[src/hdl/vertex_triple_dedup_macros.svh]
// Assertion macros for the vertex triple dedup block.
// Used by vdd_search_ctrl; no other dependencies.
`ifndef VERTEX_TRIPLE_DEDUP_MACROS_SVH
`define VERTEX_TRIPLE_DEDUP_MACROS_SVH

`ifndef SYNTHESIS

// Property holds at every clock edge out of reset.
`define VDD_ASSERT(lbl, clk, rstn, prop) \
    lbl: assert property (@(posedge clk) disable iff (!rstn) (prop)) \
        else $error("vdd assertion failed");

// Antecedent in this cycle implies consequent in the next.
`define VDD_ASSERT_NEXT(lbl, clk, rstn, ante, cons) \
    lbl: assert property (@(posedge clk) disable iff (!rstn) (ante) |=> (cons)) \
        else $error("vdd assertion failed");

`else

`define VDD_ASSERT(lbl, clk, rstn, prop)
`define VDD_ASSERT_NEXT(lbl, clk, rstn, ante, cons)

`endif

`endif

[src/hdl/vdd_pkg.sv]
// Shared types and constants for the vertex triple dedup block.
// No dependencies.
package vdd_pkg;

    localparam int KEY_W = 25;
    localparam int IDX_W = 24;

    localparam logic [IDX_W-1:0] IDX_MAX = '1;

    typedef struct packed {
        logic [KEY_W-1:0] pos;
        logic [KEY_W-1:0] normal;
        logic [KEY_W-1:0] uv;
    } key_t;

    typedef struct packed {
        key_t             key;
        logic [IDX_W-1:0] value;
    } entry_t;

    typedef struct packed {
        logic [IDX_W-1:0] out_index;
        logic             is_new;
        logic             overflow;
    } result_t;

    typedef enum logic [1:0] {
        ST_IDLE,
        ST_SCAN,
        ST_MISS,
        ST_HOLD
    } state_t;

endpackage

[src/hdl/vdd_search_ctrl.sv]
// Search sequencer: scans the table one entry per cycle, inserts on miss unless the
// table is full, holds the result until taken. Depends on vdd_pkg and the macros header.
module vdd_search_ctrl #(
    parameter int TABLE_DEPTH = 64,
    parameter int AW          = $clog2(TABLE_DEPTH),
    parameter int CW          = $clog2(TABLE_DEPTH + 1)
) (
    input  logic             aclk,
    input  logic             aresetn,
    input  logic             in_valid,
    output logic             in_ready,
    input  logic             in_first,
    input  vdd_pkg::key_t    in_key,
    output logic             res_valid,
    input  logic             res_ready,
    output vdd_pkg::result_t res,
    output logic             wr_en,
    output logic [AW-1:0]    wr_addr,
    output vdd_pkg::entry_t  wr_data,
    output logic             rd_en,
    output logic [AW-1:0]    rd_addr,
    input  vdd_pkg::entry_t  rd_data
);
    import vdd_pkg::*;

    localparam logic [CW-1:0] DEPTH_C = CW'(TABLE_DEPTH);

    state_t           state_reg, state_next;
    key_t             key_reg, key_next;
    logic [CW-1:0]    cnt_reg, cnt_next;
    logic [CW-1:0]    ptr_reg, ptr_next;
    logic             rdv_reg, rdv_next;
    logic [IDX_W-1:0] nidx_reg, nidx_next;
    result_t          res_reg, res_next;
    logic [CW-1:0]    cnt_eff;
    logic             match;

    always_ff @(posedge aclk) begin
        if (!aresetn) begin
            state_reg <= ST_IDLE;
            cnt_reg   <= '0;
            ptr_reg   <= '0;
            rdv_reg   <= 1'b0;
            nidx_reg  <= '0;
        end else begin
            state_reg <= state_next;
            cnt_reg   <= cnt_next;
            ptr_reg   <= ptr_next;
            rdv_reg   <= rdv_next;
            nidx_reg  <= nidx_next;
        end
    end

    always_ff @(posedge aclk) begin
        key_reg <= key_next;
        res_reg <= res_next;
    end

    assign match = rdv_reg && (rd_data.key == key_reg);

    always_comb begin
        state_next = state_reg;
        key_next   = key_reg;
        cnt_next   = cnt_reg;
        ptr_next   = ptr_reg;
        rdv_next   = rdv_reg;
        nidx_next  = nidx_reg;
        res_next   = res_reg;
        cnt_eff    = cnt_reg;
        wr_en      = 1'b0;
        wr_addr    = cnt_reg[AW-1:0];
        wr_data    = '{key: key_reg, value: nidx_reg};
        rd_en      = 1'b0;
        rd_addr    = ptr_reg[AW-1:0];
        in_ready   = (state_reg == ST_IDLE);
        res_valid  = (state_reg == ST_HOLD);

        case (state_reg)
            ST_IDLE: begin
                if (in_valid) begin
                    key_next = in_key;
                    cnt_eff  = in_first ? '0 : cnt_reg;
                    cnt_next = cnt_eff;
                    ptr_next = '0;
                    rdv_next = 1'b0;
                    state_next = (cnt_eff == '0) ? ST_MISS : ST_SCAN;
                end
            end
            ST_SCAN: begin
                rd_en    = (ptr_reg != cnt_reg);
                rdv_next = rd_en;
                if (rd_en) begin
                    ptr_next = ptr_reg + 1'b1;
                end
                if (match) begin
                    res_next   = '{out_index: rd_data.value, is_new: 1'b0, overflow: 1'b0};
                    rdv_next   = 1'b0;
                    state_next = ST_HOLD;
                end else if (rdv_reg && !rd_en) begin
                    rdv_next   = 1'b0;
                    state_next = ST_MISS;
                end
            end
            ST_MISS: begin
                if (cnt_reg == DEPTH_C) begin
                    res_next = '{out_index: '0, is_new: 1'b0, overflow: 1'b1};
                end else begin
                    wr_en    = 1'b1;
                    cnt_next = cnt_reg + 1'b1;
                    res_next = '{out_index: nidx_reg, is_new: 1'b1, overflow: 1'b0};
                    if (nidx_reg != IDX_MAX) begin
                        nidx_next = nidx_reg + 1'b1;
                    end
                end
                state_next = ST_HOLD;
            end
            ST_HOLD: begin
                if (res_ready) begin
                    state_next = ST_IDLE;
                end
            end
            default: begin
                state_next = ST_IDLE;
            end
        endcase
    end

    assign res = res_reg;

`include "vertex_triple_dedup_macros.svh"

    `VDD_ASSERT(a_cnt_bound, aclk, aresetn, cnt_reg <= DEPTH_C)
    `VDD_ASSERT(a_ptr_bound, aclk, aresetn, ptr_reg <= cnt_reg)
    `VDD_ASSERT(a_wr_miss, aclk, aresetn, !wr_en || (state_reg == ST_MISS && cnt_reg != DEPTH_C))
    `VDD_ASSERT_NEXT(a_wr_grows, aclk, aresetn, wr_en, cnt_reg == $past(cnt_reg) + 1'b1)
    `VDD_ASSERT_NEXT(a_hold_rel, aclk, aresetn, state_reg == ST_HOLD && res_ready, state_reg == ST_IDLE)

endmodule

[config.mk]
export PLATFORM = sky130hd
export DESIGN_NAME = vdd_search_ctrl
export DESIGN_NICKNAME = d
export VERILOG_FILES = /design/src/hdl/vdd_pkg.sv /design/src/hdl/vdd_search_ctrl.sv
export VERILOG_INCLUDE_DIRS = /design/src /design/src/hdl
export SDC_FILE = /design/constraint.sdc
export NUM_CORES = 1
export LEC_CHECK = 0
export BUFFER_PORTS_ARGS = -buffer_cell sky130_fd_sc_hd__buf_2
export CAP_MARGIN = 20
export CORE_UTILIZATION = 42
export CTS_BUF_LIST = sky130_fd_sc_hd__clkbuf_16
export CTS_CLUSTER_SIZE = 28
export DETAILED_ROUTE_END_ITERATION = 12
export PLACE_DENSITY = 0.77
export SYNTH_ARGS = -nofsm -noshare
export SYNTH_HDL_FRONTEND = slang
export SYNTH_SLANG_ARGS = --single-unit
[constraint.sdc]
create_clock -name aclk -period 3.35 [get_ports aclk]
set_input_delay 0.67 -clock aclk [delete_from_list [all_inputs] [get_ports aclk]]
set_output_delay 0.67 -clock aclk [all_outputs]
set_load 0.05 [all_outputs]
==> results.sh <==
export IMPL_status="finished, final reports clean"
export IMPL_h_tree_depth=4
export IMPL_synth_nets=718
export IMPL_postRouteWirelength_um=17750
export IMPL_worst_endpoint_arrival_ns=2.23
export IMPL_comb_power_share_pct=37.1
export IMPL_slowest_stage="nor4_1"
export IMPL_grt_pass1_wl_um=26740
export IMPL_cap_violations=0
export IMPL_largest_reg_flops=75
export IMPL_die_h_um=126.3
export IMPL_root_buffer="clkbuf_16"
export IMPL_maxSlewViolCount=0
export IMPL_insertion_delay_ns=0.42
export IMPL_critPathLaunchType="register"
export IMPL_min_period_over_period_pct=86.44
export IMPL_power_density_nw_per_um2=789.1
export IMPL_hold_buffers=0
export IMPL_gr_total_overflow=0
export IMPL_fin_nets=1040
export IMPL_cp_end_kind="output port"
export IMPL_timing_rr_end="res[22]"
export IMPL_cp_required_ns=2.68
export IMPL_cts_resized_gates=0
export IMPL_max_freq_mhz=345.3
export IMPL_setup_viol=0
export IMPL_p_clk_share_pct=26.2
export IMPL_clock_sinks=142
export IMPL_min_path_cells=1
export IMPL_drt_pass1_iterations=5
export IMPL_drtAntennaViolNets=0
export IMPL_cts_tree="yes"
export IMPL_grt_max_degree=54
export IMPL_portBuffers=319
export IMPL_rsz0062_at_grt="no"
export IMPL_relSlewSlack_pct=59.43
export IMPL_ys_flop_type="edfxtp_1"
export IMPL_synth_top_area_share_pct=46.71
export IMPL_worst_path_largest_cell_delay_ns=0.43
export IMPL_cp_cell_sequence="nor4_1, and3_1, nand2b_1, inv_1, buf_2"
export IMPL_pwr_share_seq_pct=36.7
export IMPL_synth_seq_cells=142
export IMPL_min_from="in_key[18]"
export IMPL_post_route_cell_area_um2=8866
export IMPL_dieArea_um2=15960
export IMPL_dpl_hpwl_um=13610
export IMPL_syn_area_um2=6492
export IMPL_via_per_inst=5.027
export IMPL_dr_first_iter_drc_count=393
export IMPL_area_delta_synth_final_pct=36.56
export IMPL_yosys_warnings=0
export IMPL_synthDistinctLibCells=43
export IMPL_drive_gt1_share_pct=42.61
export IMPL_crit_type="reg2out"
export IMPL_crit_fanout=8
export IMPL_clockBufferDepth=2
export IMPL_cp_top_family="simple AND/OR/NAND/NOR gates"
export IMPL_dr_total_vias=5303
export IMPL_p_int_mw=4.052
export IMPL_num_rows=45
export IMPL_place_congestion=0.9497
export IMPL_hold_end="wr_data[42]"
export IMPL_chipWidth_um=126.3
export IMPL_synth_top_area_cell="edfxtp_1"
export IMPL_r2r_setup_slack_ns=0.62
export IMPL_netlist_instances=531
export IMPL_grt_pass1_vias=4949
export IMPL_ys_seq_area_share_pct=59.36
export IMPL_swShare_pct=42.08
export IMPL_synth_area_top_cells="edfxtp_1 47%, dfxtp_1 13%, xor2_1 8.4%, xnor2_1 5.7%, o2bb2ai_1 3.2%"
export IMPL_start_util_pct=42.87
export IMPL_p_leak_nw=3.874
export IMPL_cts_buffers=17
export IMPL_wl_per_cell_um=16.83
export IMPL_hold_path_class="in2reg"
export IMPL_hold_viol=0
export IMPL_final_util_pct=58.54
export IMPL_ioPinCount=320
export IMPL_timing_rr_start="wr_data[40]"
export IMPL_max_slew_worst_pin_slew_ns=0.6022
export IMPL_route_detailed_drc=0
export IMPL_synth_area_per_cell_um2=12.23
export IMPL_grt_total_usage_pct=22.08
export IMPL_antenna_found_initial=1
export IMPL_peakVddDrop_v=0.0004140
export IMPL_post_cts_buffers=0
export IMPL_dpl_cell_count=1022
export IMPL_p_switching_mw=2.944
export IMPL_final_cells=1055
export IMPL_async_flop_share_pct=0
export IMPL_min_period_ns=2.896
export IMPL_setup_tns_ns=0
export IMPL_synth_edf_count=101
export IMPL_core_um2=15150
export IMPL_crit_buf_inv=2
export IMPL_rr_worst_depth=8
export IMPL_path_clk_slew_ns=0.06
export IMPL_finalClockSkew_ns=0.01062
export IMPL_place_area_um2=8289
cells in the mapped netlist, types with 3 or more instances:
cell and n:
edfxtp_1 101, xor2_1 62, nand2_1 46, xnor2_1 42, dfxtp_1 41, and2_1 25, o2bb2ai_1 24, nand3_1 21
inv_1 17, nor2_1 17, nor4_1 15, nand4_1 14, buf_4 13, clkbuf_1 11, o21ai_0 11, ha_1 8
nor2b_1 8, and3_1 6, and4_1 5, nor3_1 5, a21oi_1 4, nand2b_1 4, a31oi_1 3
cell families (layout without fill, tap and decap cells):
logic type / after synthesis / count (layout) / synth area share [%]
flip-flops: 142 / 142 / 59.36
XOR/XNOR: 104 / 104 / 14.03
AND/OR/NAND/NOR: 173 / 173 / 14.67
other: 0 / 1 / 0
multiplexers: 2 / 2 / 0.3084
AO/OA/AOI/OAI: 58 / 58 / 6.784
buffers and inverters: 44 / 379 / 3.314
adder cells (fa/ha/maj): 8 / 8 / 1.542
worst max-delay path by stage:
stage,startpoint,to,slack [ns],cells past startpoint
5_1_grt,cnt_reg[5],wr_en,0.36,5
6_report,cnt_reg[5],wr_en,0.45,5
3_5_place_dp,rd_data[84],res[18],0.20,9
2_1_floorplan,state_reg[0],wr_data[24],0.33,4
3_3_place_gp,rd_data[84],res[22],0.22,9
4_1_cts,cnt_reg[5],wr_en,0.46,5
layout make-up:
| cell class | count | area [µm²] |
|---|---|---|
| repair buffers | 329 | 1697 |
| diodes | 1 | 2.502 |
| multi-input cells | 345 | 2436 |
| fillers | 1249 | 6280 |
| flip-flops and latches | 142 | 3854 |
| inverters | 18 | 67.56 |
| clock inverters | 15 | 148.9 |
| well taps | 188 | 235.2 |
| clock buffers | 17 | 425.4 |
layer usage:
layer | part of all wire [%] | track usage, % | vias to the layer above
met5 | 0 | 0 | -
met4 | 2.0 | 8.930 | 0
met3 | 7.4 | 5.820 | 28
met2 | 49 | 36.20 | 251
met1 | 42 | 27.82 | 2483
li1 | - | - | 2541
cells in the final DEF, fill, tap and decap left out, drive strengths merged, types with 3 or more instances in the layout:
cell type / netlist / routed
and2: 25 / 25
nand3: 21 / 21
ha: 8 / 8
nor4: 17 / 17
clkinv: 1 / 3
edfxtp: 101 / 101
and4: 5 / 5
nor2: 17 / 17
buf: 15 / 329
a31oi: 3 / 3
xor2: 62 / 62
clkbuf: 11 / 17
xnor2: 42 / 42
nand2: 46 / 46
o21ai: 11 / 11
nor3: 7 / 7
dfxtp: 41 / 41
a21oi: 4 / 4
o2bb2ai: 24 / 24
nor2b: 8 / 8
nand4: 14 / 14
inv: 17 / 25
nand2b: 4 / 4
and3: 6 / 6
clkinvlp: 0 / 4
power by group through the flow:
stage / Sequential (mW) / Clock, mW / Combinational, mW
CTS: 2.57 / 1.87 / 2.60
floorplan: 3.63 / 0 / 0.846
finish: 2.57 / 1.84 / 2.59
detailed placement: 2.60 / 0 / 2.60
global placement: 2.59 / 0 / 2.57
global route: 2.60 / 1.94 / 2.73
through the flow:
step / setup slack (ns) / total power [mW] / hold slack (ns)
detailed placement: 0.2044 / 5.198 / 0.5064
global placement: 0.2167 / 5.166 / 0.4873
global route: 0.3590 / 7.270 / 0.3945
finish: 0.4544 / 6.996 / 0.4165
floorplan: 0.3335 / 4.472 / 0.4677
CTS: 0.4557 / 7.038 / 0.3968
Power figures use the tool's default switching activity.
